===== src/rtl/stp_pkg.sv =====
// Shared constants, codes and types for the stepper position controller.
// Used by the command parser, the motion core and the top level.
// No dependencies.
package stp_pkg;

	localparam int unsigned MAX_CHARS = 30;

	localparam logic [1:0] MODE_ACTIVE   = 2'd0;
	localparam logic [1:0] MODE_INACTIVE = 2'd1;
	localparam logic [1:0] MODE_HOMING   = 2'd2;

	localparam logic [1:0] STAGE_LEADING = 2'd0;
	localparam logic [1:0] STAGE_DIGITS  = 2'd1;
	localparam logic [1:0] STAGE_DONE    = 2'd2;

	localparam logic [3:0] R_NONE   = 4'd0;
	localparam logic [3:0] R_POS    = 4'd1;
	localparam logic [3:0] R_PERIOD = 4'd2;
	localparam logic [3:0] R_ACT    = 4'd3;
	localparam logic [3:0] R_INACT  = 4'd4;
	localparam logic [3:0] R_ERR    = 4'd5;
	localparam logic [3:0] R_HOMING = 4'd6;
	localparam logic [3:0] R_RETURN = 4'd7;
	localparam logic [3:0] R_DONE   = 4'd8;

	localparam logic [7:0] CH_COLON = 8'h3A;
	localparam logic [7:0] CH_CR    = 8'h0D;
	localparam logic [7:0] CH_SPACE = 8'h20;
	localparam logic [7:0] CH_TAB   = 8'h09;
	localparam logic [7:0] CH_LF_CR = 8'h0D;
	localparam logic [7:0] CH_PLUS  = 8'h2B;
	localparam logic [7:0] CH_MINUS = 8'h2D;
	localparam logic [7:0] CH_ZERO  = 8'h30;
	localparam logic [7:0] CH_ONE   = 8'h31;
	localparam logic [7:0] CH_NINE  = 8'h39;
	localparam logic [7:0] CH_P     = 8'h50;
	localparam logic [7:0] CH_T     = 8'h54;
	localparam logic [7:0] CH_W     = 8'h57;
	localparam logic [7:0] CH_H     = 8'h48;

	localparam logic [15:0] PERIOD_RESET   = 16'd5000;
	localparam logic [15:0] COMPARE_RESET  = 16'd5000;
	localparam logic [15:0] COMPARE_HOMING = 16'd10000;
	localparam logic [31:0] TICKS_PER_UNIT = 32'd6250;

	typedef struct packed {
		logic        valid;
		logic [7:0]  letter;
		logic [7:0]  second;
		logic [15:0] value;
	} exec_t;

	typedef struct packed {
		logic               cmd;
		logic [7:0]         rx_byte;
		logic               home_switch;
	} item_t;

	typedef struct packed {
		logic [3:0]         reply;
		logic signed [15:0] reply_value;
		logic               step_pin;
		logic               dir_pin;
		logic [15:0]        compare_value;
		logic signed [15:0] position_now;
		logic [1:0]         mode_now;
	} res_t;

endpackage


===== src/rtl/stp_in_if.sv =====
// Input channel of the stepper controller: valid/ready with one item payload.
// No dependencies.
interface stp_in_if;
	logic       valid;
	logic       ready;
	logic       cmd;
	logic [7:0] rx_byte;
	logic       home_switch;

	modport source (output valid, cmd, rx_byte, home_switch, input ready);
	modport sink (input valid, cmd, rx_byte, home_switch, output ready);
endinterface


===== src/rtl/stp_out_if.sv =====
// Result channel of the stepper controller: valid/ready with one result payload.
// No dependencies.
interface stp_out_if;
	logic               valid;
	logic               ready;
	logic [3:0]         reply;
	logic signed [15:0] reply_value;
	logic               step_pin;
	logic               dir_pin;
	logic [15:0]        compare_value;
	logic signed [15:0] position_now;
	logic [1:0]         mode_now;

	modport source (output valid, reply, reply_value, step_pin, dir_pin, compare_value,
		position_now, mode_now, input ready);
	modport sink (input valid, reply, reply_value, step_pin, dir_pin, compare_value,
		position_now, mode_now, output ready);
endinterface


===== src/rtl/stepper_position_controller_top.sv =====
// Top level of the stepper position controller: input register, parser, motion core
// and result register. Depends on stp_pkg, stp_in_if, stp_out_if, stp_parser, stp_motion.
//
// Usage: every item on in_ch is either a received serial byte (cmd 0) or a timer
// tick (cmd 1, home_switch sampled). Exactly one result appears on out_ch for each
// item, in order, carrying the reply code, the acknowledged value and the pin,
// compare, position and mode levels after that item.
// An accepted item is held in the input register until the result register can take
// it; the parser and motion core process it combinationally as it leaves, and its
// result lands in the result register. Throughput is one item per cycle while the
// receiver does not stall; the state of the parser and motion core is updated in the
// single cycle an item leaves the input register.
// When the receiver stalls, the result register holds its result and the input
// register keeps one further item, so a second transfer is taken before in_ch
// ready drops. Ready returns in the same cycle that out_ch ready rises.
// Reset puts the controller inactive at position zero with period and compare
// word 5000, clears the parser and empties both registers.
module stepper_position_controller_top #(
	parameter int unsigned MAX_CHARS = stp_pkg::MAX_CHARS
) (
	input logic       clk,
	input logic       arst_n,
	stp_in_if.sink    in_ch,
	stp_out_if.source out_ch
);
	import stp_pkg::*;

	logic  valid_s1, valid_s2;
	item_t item_s1;
	res_t  res_s2, res_c;
	exec_t exec;
	logic  adv_s2, take_s1, in_xfer;

	assign adv_s2      = !valid_s2 || out_ch.ready;
	assign take_s1     = valid_s1 && adv_s2;
	assign in_ch.ready = !valid_s1 || adv_s2;
	assign in_xfer     = in_ch.valid && in_ch.ready;

	always_ff @(posedge clk or negedge arst_n) begin
		if (!arst_n) begin
			valid_s1 <= 1'b0;
			valid_s2 <= 1'b0;
		end else begin
			if (in_xfer) begin
				valid_s1 <= 1'b1;
			end else if (take_s1) begin
				valid_s1 <= 1'b0;
			end
			if (take_s1) begin
				valid_s2 <= 1'b1;
			end else if (out_ch.ready) begin
				valid_s2 <= 1'b0;
			end
		end
	end

	always_ff @(posedge clk) begin
		if (in_xfer) begin
			item_s1 <= '{cmd: in_ch.cmd, rx_byte: in_ch.rx_byte,
				home_switch: in_ch.home_switch};
		end
		if (take_s1) begin
			res_s2 <= res_c;
		end
	end

	stp_parser #(
		.MAX_CHARS (MAX_CHARS)
	) u_parser (
		.clk     (clk),
		.arst_n  (arst_n),
		.fire    (take_s1),
		.cmd     (item_s1.cmd),
		.rx_byte (item_s1.rx_byte),
		.exec    (exec)
	);

	stp_motion u_motion (
		.clk         (clk),
		.arst_n      (arst_n),
		.fire        (take_s1),
		.cmd         (item_s1.cmd),
		.home_switch (item_s1.home_switch),
		.exec        (exec),
		.res         (res_c)
	);

	assign out_ch.valid         = valid_s2;
	assign out_ch.reply         = res_s2.reply;
	assign out_ch.reply_value   = res_s2.reply_value;
	assign out_ch.step_pin      = res_s2.step_pin;
	assign out_ch.dir_pin       = res_s2.dir_pin;
	assign out_ch.compare_value = res_s2.compare_value;
	assign out_ch.position_now  = res_s2.position_now;
	assign out_ch.mode_now      = res_s2.mode_now;

	property p_value_only_on_ack;
		@(posedge clk) disable iff (!arst_n)
			valid_s2 && res_s2.reply != R_POS && res_s2.reply != R_PERIOD
				|-> res_s2.reply_value == 16'sd0;
	endproperty
	a_value_only_on_ack: assert property (p_value_only_on_ack)
		else $error("reply value without acknowledge");

	property p_ready_when_empty;
		@(posedge clk) disable iff (!arst_n) !valid_s2 |-> in_ch.ready;
	endproperty
	a_ready_when_empty: assert property (p_ready_when_empty)
		else $error("input stalled with empty result register");

	property p_take_fills_result;
		@(posedge clk) disable iff (!arst_n) take_s1 |=> valid_s2;
	endproperty
	a_take_fills_result: assert property (p_take_fills_result)
		else $error("processed item lost");
endmodule


===== src/rtl/stp_parser.sv =====
// Serial command parser: collects the command letter, second character and number.
// Issues an execute request on a carriage return. Depends on stp_pkg.
module stp_parser #(
	parameter int unsigned MAX_CHARS = stp_pkg::MAX_CHARS
) (
	input  logic           clk,
	input  logic           arst_n,
	input  logic           fire,
	input  logic           cmd,
	input  logic [7:0]     rx_byte,
	output stp_pkg::exec_t exec
);
	import stp_pkg::*;

	logic [7:0]  letter_q, second_q, letter_d, second_d;
	logic [4:0]  count_q, count_d;
	logic [15:0] accum_q, accum_d;
	logic        neg_q, neg_d;
	logic [1:0]  stage_q, stage_d;
	logic        is_digit, is_blank;
	logic [15:0] digit_val, accum_x10;

	assign is_digit  = (rx_byte >= CH_ZERO) && (rx_byte <= CH_NINE);
	assign is_blank  = (rx_byte == CH_SPACE) || ((rx_byte >= CH_TAB) && (rx_byte <= CH_LF_CR));
	assign digit_val = {8'd0, rx_byte - CH_ZERO};
	assign accum_x10 = (accum_q << 3) + (accum_q << 1);

	always_comb begin
		letter_d = letter_q;
		second_d = second_q;
		count_d  = count_q;
		accum_d  = accum_q;
		neg_d    = neg_q;
		stage_d  = stage_q;
		if (!cmd) begin
			if (rx_byte == CH_COLON) begin
				letter_d = '0;
				second_d = '0;
				count_d  = '0;
				accum_d  = '0;
				neg_d    = 1'b0;
				stage_d  = STAGE_LEADING;
			end else if (rx_byte != CH_CR && 32'(count_q) < MAX_CHARS) begin
				if (count_q == 5'd0) begin
					letter_d = rx_byte;
				end else begin
					if (count_q == 5'd1) begin
						second_d = rx_byte;
					end
					if (rx_byte == 8'd0) begin
						stage_d = STAGE_DONE;
					end else if (stage_q == STAGE_LEADING) begin
						if (!is_blank) begin
							if (rx_byte == CH_PLUS) begin
								stage_d = STAGE_DIGITS;
							end else if (rx_byte == CH_MINUS) begin
								neg_d   = 1'b1;
								stage_d = STAGE_DIGITS;
							end else if (is_digit) begin
								accum_d = digit_val;
								stage_d = STAGE_DIGITS;
							end else begin
								stage_d = STAGE_DONE;
							end
						end
					end else if (stage_q == STAGE_DIGITS) begin
						if (is_digit) begin
							accum_d = accum_x10 + digit_val;
						end else begin
							stage_d = STAGE_DONE;
						end
					end
				end
				count_d = count_q + 5'd1;
			end
		end
	end

	always_ff @(posedge clk or negedge arst_n) begin
		if (!arst_n) begin
			letter_q <= '0;
			second_q <= '0;
			count_q  <= '0;
			accum_q  <= '0;
			neg_q    <= 1'b0;
			stage_q  <= STAGE_LEADING;
		end else if (fire) begin
			letter_q <= letter_d;
			second_q <= second_d;
			count_q  <= count_d;
			accum_q  <= accum_d;
			neg_q    <= neg_d;
			stage_q  <= stage_d;
		end
	end

	assign exec.valid  = !cmd && (rx_byte == CH_CR);
	assign exec.letter = letter_q;
	assign exec.second = second_q;
	assign exec.value  = neg_q ? (16'd0 - accum_q) : accum_q;

	property p_count_limit;
		@(posedge clk) disable iff (!arst_n) 32'(count_q) <= MAX_CHARS;
	endproperty
	a_count_limit: assert property (p_count_limit) else $error("char count past limit");

	property p_stage_code;
		@(posedge clk) disable iff (!arst_n) stage_q != 2'd3;
	endproperty
	a_stage_code: assert property (p_stage_code) else $error("bad parse stage");

	property p_colon_clears;
		@(posedge clk) disable iff (!arst_n)
			fire && !cmd && rx_byte == CH_COLON |=> count_q == 5'd0 && letter_q == 8'd0;
	endproperty
	a_colon_clears: assert property (p_colon_clears) else $error("restart did not clear");
endmodule


===== src/rtl/stp_motion.sv =====
// Motion core: mode, positions, timer compare word and pin levels.
// Executes parsed commands and timer ticks. Depends on stp_pkg.
module stp_motion (
	input  logic           clk,
	input  logic           arst_n,
	input  logic           fire,
	input  logic           cmd,
	input  logic           home_switch,
	input  stp_pkg::exec_t exec,
	output stp_pkg::res_t  res
);
	import stp_pkg::*;

	logic [1:0]  mode_q, mode_d;
	logic [15:0] target_q, target_d, pos_q, pos_d;
	logic [15:0] period_q, period_d, compare_q, compare_d;
	logic        latch_q, latch_d, step_q, step_d, dir_q, dir_d;
	logic [3:0]  reply;
	logic [15:0] value;
	logic [31:0] product;

	assign product = {16'd0, exec.value} * TICKS_PER_UNIT;

	always_comb begin
		mode_d    = mode_q;
		target_d  = target_q;
		pos_d     = pos_q;
		period_d  = period_q;
		compare_d = compare_q;
		latch_d   = latch_q;
		step_d    = step_q;
		dir_d     = dir_q;
		reply     = R_NONE;
		value     = '0;
		if (cmd) begin
			if (mode_q == MODE_ACTIVE) begin
				if (pos_q != target_q) begin
					if ($signed(target_q) < $signed(pos_q)) begin
						dir_d = 1'b0;
						pos_d = pos_q - 16'd1;
					end else begin
						dir_d = 1'b1;
						pos_d = pos_q + 16'd1;
					end
					step_d = !step_q;
				end
			end else if (mode_q == MODE_INACTIVE) begin
				step_d = 1'b0;
			end else if (mode_q == MODE_HOMING) begin
				if (home_switch) begin
					if (latch_q) begin
						dir_d  = 1'b0;
						step_d = !step_q;
						pos_d  = pos_q - 16'd1;
						reply  = R_HOMING;
					end else begin
						target_d  = '0;
						pos_d     = '0;
						compare_d = COMPARE_RESET;
						mode_d    = MODE_ACTIVE;
						reply     = R_DONE;
					end
				end else begin
					latch_d = 1'b0;
					dir_d   = 1'b1;
					step_d  = !step_q;
					pos_d   = pos_q + 16'd1;
					reply   = R_RETURN;
				end
			end
		end else if (exec.valid) begin
			case (exec.letter)
				CH_P: begin
					if (exec.second != 8'd0 && mode_q == MODE_ACTIVE) begin
						target_d = exec.value;
						reply    = R_POS;
						value    = exec.value;
					end else if (mode_q == MODE_INACTIVE) begin
						reply = R_ERR;
					end
				end
				CH_T: begin
					if (exec.second != 8'd0 && mode_q == MODE_ACTIVE) begin
						period_d  = exec.value;
						compare_d = product[15:0];
						reply     = R_PERIOD;
						value     = exec.value;
					end else if (mode_q == MODE_INACTIVE) begin
						reply = R_ERR;
					end
				end
				CH_W: begin
					if (exec.second == CH_ONE) begin
						mode_d = MODE_ACTIVE;
						reply  = R_ACT;
					end else if (exec.second == CH_ZERO) begin
						mode_d = MODE_INACTIVE;
						reply  = R_INACT;
					end else if (exec.second != 8'd0) begin
						reply = R_ERR;
					end
				end
				CH_H: begin
					if (mode_q == MODE_ACTIVE) begin
						mode_d    = MODE_HOMING;
						compare_d = COMPARE_HOMING;
						latch_d   = 1'b1;
					end else if (mode_q == MODE_INACTIVE) begin
						reply = R_ERR;
					end
				end
				default: reply = R_ERR;
			endcase
		end
	end

	always_ff @(posedge clk or negedge arst_n) begin
		if (!arst_n) begin
			mode_q    <= MODE_INACTIVE;
			target_q  <= '0;
			pos_q     <= '0;
			period_q  <= PERIOD_RESET;
			compare_q <= COMPARE_RESET;
			latch_q   <= 1'b0;
			step_q    <= 1'b0;
			dir_q     <= 1'b0;
		end else if (fire) begin
			mode_q    <= mode_d;
			target_q  <= target_d;
			pos_q     <= pos_d;
			period_q  <= period_d;
			compare_q <= compare_d;
			latch_q   <= latch_d;
			step_q    <= step_d;
			dir_q     <= dir_d;
		end
	end

	assign res.reply         = reply;
	assign res.reply_value   = $signed(value);
	assign res.step_pin      = step_d;
	assign res.dir_pin       = dir_d;
	assign res.compare_value = compare_d;
	assign res.position_now  = $signed(pos_d);
	assign res.mode_now      = mode_d;

	property p_mode_code;
		@(posedge clk) disable iff (!arst_n) mode_q != 2'd3;
	endproperty
	a_mode_code: assert property (p_mode_code) else $error("unused mode reached");

	property p_inactive_step_low;
		@(posedge clk) disable iff (!arst_n)
			fire && cmd && mode_q == MODE_INACTIVE |=> !step_q;
	endproperty
	a_inactive_step_low: assert property (p_inactive_step_low)
		else $error("step level high after inactive tick");

	property p_done_zeroes;
		@(posedge clk) disable iff (!arst_n)
			fire && reply == R_DONE |=> pos_q == 16'd0 && target_q == 16'd0
				&& mode_q == MODE_ACTIVE;
	endproperty
	a_done_zeroes: assert property (p_done_zeroes) else $error("homing done did not zero");
endmodule


===== src/flat_wrapper.sv =====
// flat-port wrapper written by rule: the top's interface ports become plain ports
module stepper_position_controller_top_flat import stp_pkg::*;
#(
	parameter int unsigned MAX_CHARS = stp_pkg::MAX_CHARS
)
  (clk, arst_n, in_ch_valid, in_ch_cmd, in_ch_rx_byte, in_ch_home_switch, in_ch_ready, out_ch_valid, out_ch_reply, out_ch_reply_value, out_ch_step_pin, out_ch_dir_pin, out_ch_compare_value, out_ch_position_now, out_ch_mode_now, out_ch_ready);
  stp_in_if in_ch_i ();
  stp_out_if out_ch_i ();
  input logic clk;
  input logic arst_n;
  input wire logic [$bits(in_ch_i.valid)-1:0] in_ch_valid;
  input wire logic [$bits(in_ch_i.cmd)-1:0] in_ch_cmd;
  input wire logic [$bits(in_ch_i.rx_byte)-1:0] in_ch_rx_byte;
  input wire logic [$bits(in_ch_i.home_switch)-1:0] in_ch_home_switch;
  output wire logic [$bits(in_ch_i.ready)-1:0] in_ch_ready;
  output wire logic [$bits(out_ch_i.valid)-1:0] out_ch_valid;
  output wire logic [$bits(out_ch_i.reply)-1:0] out_ch_reply;
  output wire logic [$bits(out_ch_i.reply_value)-1:0] out_ch_reply_value;
  output wire logic [$bits(out_ch_i.step_pin)-1:0] out_ch_step_pin;
  output wire logic [$bits(out_ch_i.dir_pin)-1:0] out_ch_dir_pin;
  output wire logic [$bits(out_ch_i.compare_value)-1:0] out_ch_compare_value;
  output wire logic [$bits(out_ch_i.position_now)-1:0] out_ch_position_now;
  output wire logic [$bits(out_ch_i.mode_now)-1:0] out_ch_mode_now;
  input wire logic [$bits(out_ch_i.ready)-1:0] out_ch_ready;
  assign in_ch_i.valid = in_ch_valid;
  assign in_ch_i.cmd = in_ch_cmd;
  assign in_ch_i.rx_byte = in_ch_rx_byte;
  assign in_ch_i.home_switch = in_ch_home_switch;
  assign in_ch_ready = in_ch_i.ready;
  assign out_ch_valid = out_ch_i.valid;
  assign out_ch_reply = out_ch_i.reply;
  assign out_ch_reply_value = out_ch_i.reply_value;
  assign out_ch_step_pin = out_ch_i.step_pin;
  assign out_ch_dir_pin = out_ch_i.dir_pin;
  assign out_ch_compare_value = out_ch_i.compare_value;
  assign out_ch_position_now = out_ch_i.position_now;
  assign out_ch_mode_now = out_ch_i.mode_now;
  assign out_ch_i.ready = out_ch_ready;
  stepper_position_controller_top #(.MAX_CHARS(MAX_CHARS)) u_core (.clk(clk), .arst_n(arst_n), .in_ch(in_ch_i), .out_ch(out_ch_i));
endmodule

===== config.mk =====
export PLATFORM = sky130hd
export DESIGN_NAME = stepper_position_controller_top_flat
export DESIGN_NICKNAME = d
export VERILOG_FILES = /design/src/rtl/stp_pkg.sv /design/src/rtl/stp_in_if.sv /design/src/rtl/stp_out_if.sv /design/src/rtl/stepper_position_controller_top.sv /design/src/rtl/stp_parser.sv /design/src/rtl/stp_motion.sv /design/src/flat_wrapper.sv
export SDC_FILE = /design/constraint.sdc
export NUM_CORES = 1
export LEC_CHECK = 0
export ABC_AREA = 1
export BUFFER_PORTS_ARGS = -buffer_cell sky130_fd_sc_hd__buf_2
export CAP_MARGIN = 0
export CORE_ASPECT_RATIO = 0.9
export CORE_MARGIN = 2
export CORE_UTILIZATION = 35
export DETAILED_ROUTE_END_ITERATION = 6
export HOLD_SLACK_MARGIN = 0.05
export PLACE_DENSITY = 0.52
export SYNTH_ARGS = -nofsm -noshare
export SYNTH_HDL_FRONTEND = slang
export SYNTH_SLANG_ARGS = --single-unit

===== constraint.sdc =====
create_clock -name clk -period 7.8 [get_ports clk]
set_clock_uncertainty 0.05 [all_clocks]
set_input_delay 1.17 -clock clk [delete_from_list [all_inputs] [get_ports clk]]
set_output_delay 1.17 -clock clk [all_outputs]
set_load 0.01 [all_outputs]

# [Word-level counts from Yosys, hierarchy flattened]
# Cells that the tools add are included.
[op_classes] n_lt_le_gt_ge=6 reduce_logical=45 mux=120 add_sub_neg=7 n_shift=0 eq_ne=32 div=0 bitwise_logic=4 multipliers=1
[op_table] cell="two-way mux 16 bit" n=38
[op_table] cell="two-way mux 8 bit" n=7
[op_table] cell="== test 8 x 6 -> 1 bit (second input constant)" n=6
[op_table] cell="two-way mux 2 bit" n=21
[op_table] cell="two-way mux 4 bit" n=9
[op_table] cell="two-way mux 1 bit" n=35
[op_table] cell="== test 8 x 7 -> 1 bit (second input constant)" n=4
[op_table] cell="one-hot mux 16 bit (2 select lines)" n=1
[op_table] cell="nonzero test 2 bit" n=12
[op_table] cell="inequality test 2 bit (second input constant)" n=9
[op_table] cell="AND reduction 9 bit" n=2
[op_table] cell="adder 16 x 1 -> 16 bit (second input constant)" n=1
[op_table] cell="adder 16 bit" n=1
[op_table] cell="adder 16 x 8 -> 16 bit" n=1
[op_table] cell="< comparator 16 bit" n=1
[op_table] cell="multiplier 16 x 12 -> 15 bit (second input constant)" n=1
[op_table] cell="inequality test 16 bit" n=1
[op_table] cell="one-hot mux 4 bit (4 select lines)" n=1
[op_table] cell="subtractor 1 x 16 -> 16 bit (first input constant)" n=1
[op_table] cell="subtractor 16 x 1 -> 16 bit (second input constant)" n=1
[op_table] cell="two-way mux 3 bit" n=5
[op_table] cell="AND reduction 11 bit" n=1
[op_table] cell="two-way mux 5 bit" n=2
[op_table] cell="inequality test 3 bit (second input constant)" n=3
[op_table] cell="other kinds (33)" n=51
[word_totals] register_bits=161 rom_bits=0 output_inout_bits=58 wordCells=240 ram_bits=0 input_bits=14 latchBits=0 n_memories=0

# [Depth between registers and ports, before layout]
[depth] depth_word=11 depth_mapped=37 depth_no_buf=37

# [Modules after synthesis]
# From an unflattened synthesis, not the netlist that was laid out.
[hier_totals] cells_unflattened=1547 hier_area_um2=12250.5
[modules_own_cells] module="stp_motion" instances=1 seq_area_each_um2=1333.8 cells_each=934 area_each_um2=6553.8
[modules_own_cells] module="stp_parser" instances=1 seq_area_each_um2=1001.0 cells_each=535 area_each_um2=3619.7
[modules_own_cells] module="stepper_position_controller_top" instances=1 seq_area_each_um2=2031.9 cells_each=78 area_each_um2=2077.0

# [Worst setup path before layout]
# Ideal clock, no wire load.
[synth_path] path_kind="register to register" startpoint="reg u_core.u_parser.accum_q[0]" endpoint="reg u_core.res_s2 (netlist bit u_core.out_ch.compare_value[15]), data pin" arrival_time_ps=4775 setup_ps=258 stages_incl_launch_ff=28 required_time_ps=7492 period_less_slack_ps=5082 path_slack_ps=2718 n_path_buf=0 path_cell_list="dfrtp_1 -> inv_1 -> ha_1 -> nand2_1 -> nor2_1 -> nand2_1 -> nand2_1 -> xor2_1 -> ha_1 -> ha_1 -> inv_1 -> fa_1 -> inv_1 -> fa_1 -> inv_1 -> fa_1 -> inv_1 -> ha_1 -> nand2_1 -> nor3_1 -> nand2_1 -> o211ai_1 -> a31oi_1 -> nand3_1 -> nand3_1 -> nand2_1 -> nand2_1 -> nand2_1"
[synth_rtl] element="start, declared" line_no="stp_parser.sv:17" text="logic [15:0] accum_q, accum_d;"
[synth_rtl] element="start signal, assigned" line_no="stp_parser.sv:91" text="accum_q <= accum_d;"
[synth_rtl] element="end signal, assigned" line_no="stepper_position_controller_top.sv:63" text="res_s2 <= res_c;"
[synth_rtl] element="end, declared" line_no="stepper_position_controller_top.sv:30" text="res_t res_s2, res_c;"

==> reports/metrics.csv <==
metric;value;unit
Vias/cell;5.09;
Mapped Cells;1407;
CTS Root Cell;clkbuf_16;
final setup fails;0;
Crit Path Max Fanout;7;
Yosys top cell area share;0.194;
hold_sp;u_core.u_motion.compare_q[8]$_DFFE_PN1P_;
worst-case vdd ir drop;0.384;mV
RSZ-0062 raised after global routing;no;
routed wire length;31500;um
initial antenna violation count;1;
headroom to the max-slew limit;0.162;
post-synthesis adder-cell area fraction;0.152;
initial drt markers;652;
Post-synth EDFFs;66;
largest net degree at the start of global routing;70;
max cap viols;0;
synthesis-to-layout area growth;11.7;%
Vert. Die Dim;176;um
top_reg_cell synth;dfrtp_1;
Netlist cell types;61;
Clock Tree Buf Depth;2;
Layout Cells excl Fill;1894;
HPWL Detailed;24100;um
Tmin final;5.58;ns
synthesized cell area;11500;um^2
Post-Syn Nets;1544;
Pre-antenna DRT Iters;5;
Avg Cell Area, Syn;8.16;um^2
post-CTS setup buffer count;0;
# nets final;1601;
mux cell area share after synthesis;0;
CTS Hold Bufs;0;
hold violation total from the final report;0;
Ys Warns;0;
H-Tree Depth;4;
sequential area share after synthesis;0.380;
grt total ovfl;0;
main area contributors after synthesis;dfrtp_1, edfxtp_1, ha_1, nand2_1, inv_1;
vias in the first global route;9466;
Reg2Reg Launch Point;u_core.u_parser.accum_q[0]$_DFFE_PN0P_;
GRT Util Overall;0.190;
Final Max Tran Viols;0;
Design Power;6.32;mW
antenna-violating nets left;0;
global-route wire length before repair;51100;um
Synth Register Bits;161;
top cells by count, synth;nand2_1, inv_1, o21ai_0;
die width;195;um
xor/xnor share of the synthesized area;0.0389;
Worst Hold End;u_core.u_motion.compare_q[8]$_DFFE_PN1P_;
Skew-Pair Late Insertion Delay;0.45;ns
WP data required;7.94;ns
DRC;0;
power density cells;493;nW/um^2
Synth Area in Compound Gates;0.140;
Synth area leader;dfrtp_1;
routed via count;9648;
asr flop ratio synth;0.590;
slowest CP cell;fa_1;
DR WL/cell;16.6;um
outcome;finished, final reports clean;
top-count cell post-synth;nand2_1;
CP dominant cell by count;nand2_1;
Final period util;0.715;
largest family of logic cells by synthesized area;simple AND/OR/NAND/NOR gates;
crit end category;flip-flop;
setup TNS;0;ns
CTS Buf Count;17;
HP Class;reg2reg;
Die ar.;34300;um^2
fmax;179;MHz
Slew @ Worst Pin;1.25;ns
CTS tree;yes;
Hold Path Depth;2;
Post-CTS Resized;0;
worst setup path class;reg2reg;
IO Pins;72;
CP startpoint kind;flip-flop;
CTS clk-pin slew, worst paths;0.07;ns
RR Endpoint;u_core.out_ch.compare_value[15]$_DFFE_PP_;
max incr delay on CP;0.52;ns
starting density of the core;0.357;
I/O Buffers;71;
RD Place Congestion;0.896;
simple-gate share of the synthesized area;0.198;
R2R Setup Slk;2.22;ns
worst path arrival time;5.72;ns
Placed Instances;1861;
num rows;62;
Core Footprint;32100;um^2
layout cells sized above 1;0.104;
filler instances;3338;
leakage power;6.20;nW
R2R depth;28;
clk sinks;161;
[cells by family (layout without fill, tap and decap cells)]
group | Yosys count | count (layout)
AOI/OAI and AO/OA | 272 | 272
xor gates and xnor gates | 51 | 51
adders and majority gates | 123 | 123
buffers and inverters | 271 | 341
DFF | 161 | 161
other | 0 | 1
and+or+nand+nor | 529 | 529
[how the worst max path moves through the flow]
stage / startpoint / endpoint / slack, ns / cells after the start
final: u_core.u_parser.accum_q[0]$_DFFE_PN0P_ / u_core.out_ch.compare_value[15]$_DFFE_PP_ / 2.22 / 28
after detailed placement: u_core.u_parser.accum_q[0]$_DFFE_PN0P_ / u_core.out_ch.compare_value[15]$_DFFE_PP_ / 2.24 / 27
after floorplan: u_core.u_parser.accum_q[0]$_DFFE_PN0P_ / u_core.out_ch.compare_value[15]$_DFFE_PP_ / 2.72 / 27
after global placement: u_core.u_parser.accum_q[0]$_DFFE_PN0P_ / u_core.out_ch.compare_value[15]$_DFFE_PP_ / 2.38 / 27
after global routing: u_core.u_parser.accum_q[0]$_DFFE_PN0P_ / u_core.out_ch.compare_value[15]$_DFFE_PP_ / 1.79 / 28
after CTS: u_core.u_parser.accum_q[0]$_DFFE_PN0P_ / u_core.out_ch.compare_value[15]$_DFFE_PP_ / 2.22 / 27
[metrics by stage]
step           utilization  hold slack, ns  area [um^2]  setup WS (ns)
2_1_floorplan            -           0.395        11500           2.72
3_5_place_dp         0.381           0.417        12200           2.24
4_1_cts              0.399           0.425        12800           2.22
5_1_grt              0.399           0.441        12800           1.79
6_report             0.399           0.423        12800           2.22
3_3_place_gp         0.381           0.407        12200           2.38
[per-layer routing]
layer | global-route usage | vias to the layer above | wire [um]
li1 | - | 4773 | -
met1 | 0.266 | 4631 | 15400
met2 | 0.307 | 223 | 14300
met3 | 0.0325 | 21 | 1370
met4 | 0.0458 | 0 | 428
met5 | 0 | - | 0
[final cells by class]
type	count	area, um^2	area share
clock buffers	17	425	0.0332
well taps	416	520	0.0406
clock inverters	15	169	0.0132
inverters	234	881	0.0687
diodes	1	2.50	0.000195
repair buffers	75	388	0.0302
multi-input cells	975	6070	0.473
flip-flops and latches	161	4370	0.340
[critical path: cells and delay by family (launching register included)]
family / cells / cell delay [ns]
adder cells (fa/ha/maj): 7 / 2.64
XOR/XNOR: 1 / 0.40
AND/OR/NAND/NOR: 12 / 1.08
flip-flops: 1 / 0.48
buffers and inverters: 6 / 0.50
AO/OA/AOI/OAI: 2 / 0.18
[report_power, final]
group	internal (mW)	total, mW	leakage, nW	switching, mW
sequential	1.14	1.33	1.83	0.195
combinational	1.51	4.11	4.08	2.60
clock	0.482	0.876	0.290	0.394
total	3.13	6.32	6.20	3.19
[placed cells by master, fill, tap and decap left out, types with 3 or more instances in the layout]
cell,instances
nand2_1,297
inv_1,225
o21ai_0,129
nor2_1,98
ha_1,96
dfrtp_1,89
nand3_1,71
buf_2,70
edfxtp_1,66
a21oi_1,44
xor2_1,41
fa_1,27
o22ai_1,18
nor3_1,17
clkbuf_16,17
o21ai_1,13
o211ai_1,12
a22oi_1,12
nand4_1,11
xnor2_1,10
inv_2,7
inv_6,7
nor4_1,6
dfstp_2,6
o21ai_2,5
nand2_2,5
buf_4,5
nor2_2,4
or2_2,4
a211oi_1,4
o2111ai_1,4
o221ai_1,4
a31oi_1,4
nor2_4,3
o31ai_1,3
o21bai_1,3
[registers in the layout, summed over array words and instances, names as in the netlist, 2 cells and up]
register	count
u_core.u_motion.compare_q	16
u_core.u_parser.stage_q	2
u_core.u_parser.accum_q	16
u_core.out_ch.mode_now	2
u_core.u_parser.letter_q	8
u_core.u_parser.count_q	5
u_core.u_motion.mode_q	2
u_core.out_ch.reply	4
u_core.out_ch.compare_value	16
u_core.u_parser.second_q	8
u_core.item_s1	10
u_core.out_ch.position_now	16
u_core.out_ch.reply_value	16
u_core.u_motion.pos_q	16
u_core.u_motion.target_q	16
(Power assumes the default switching activity.)
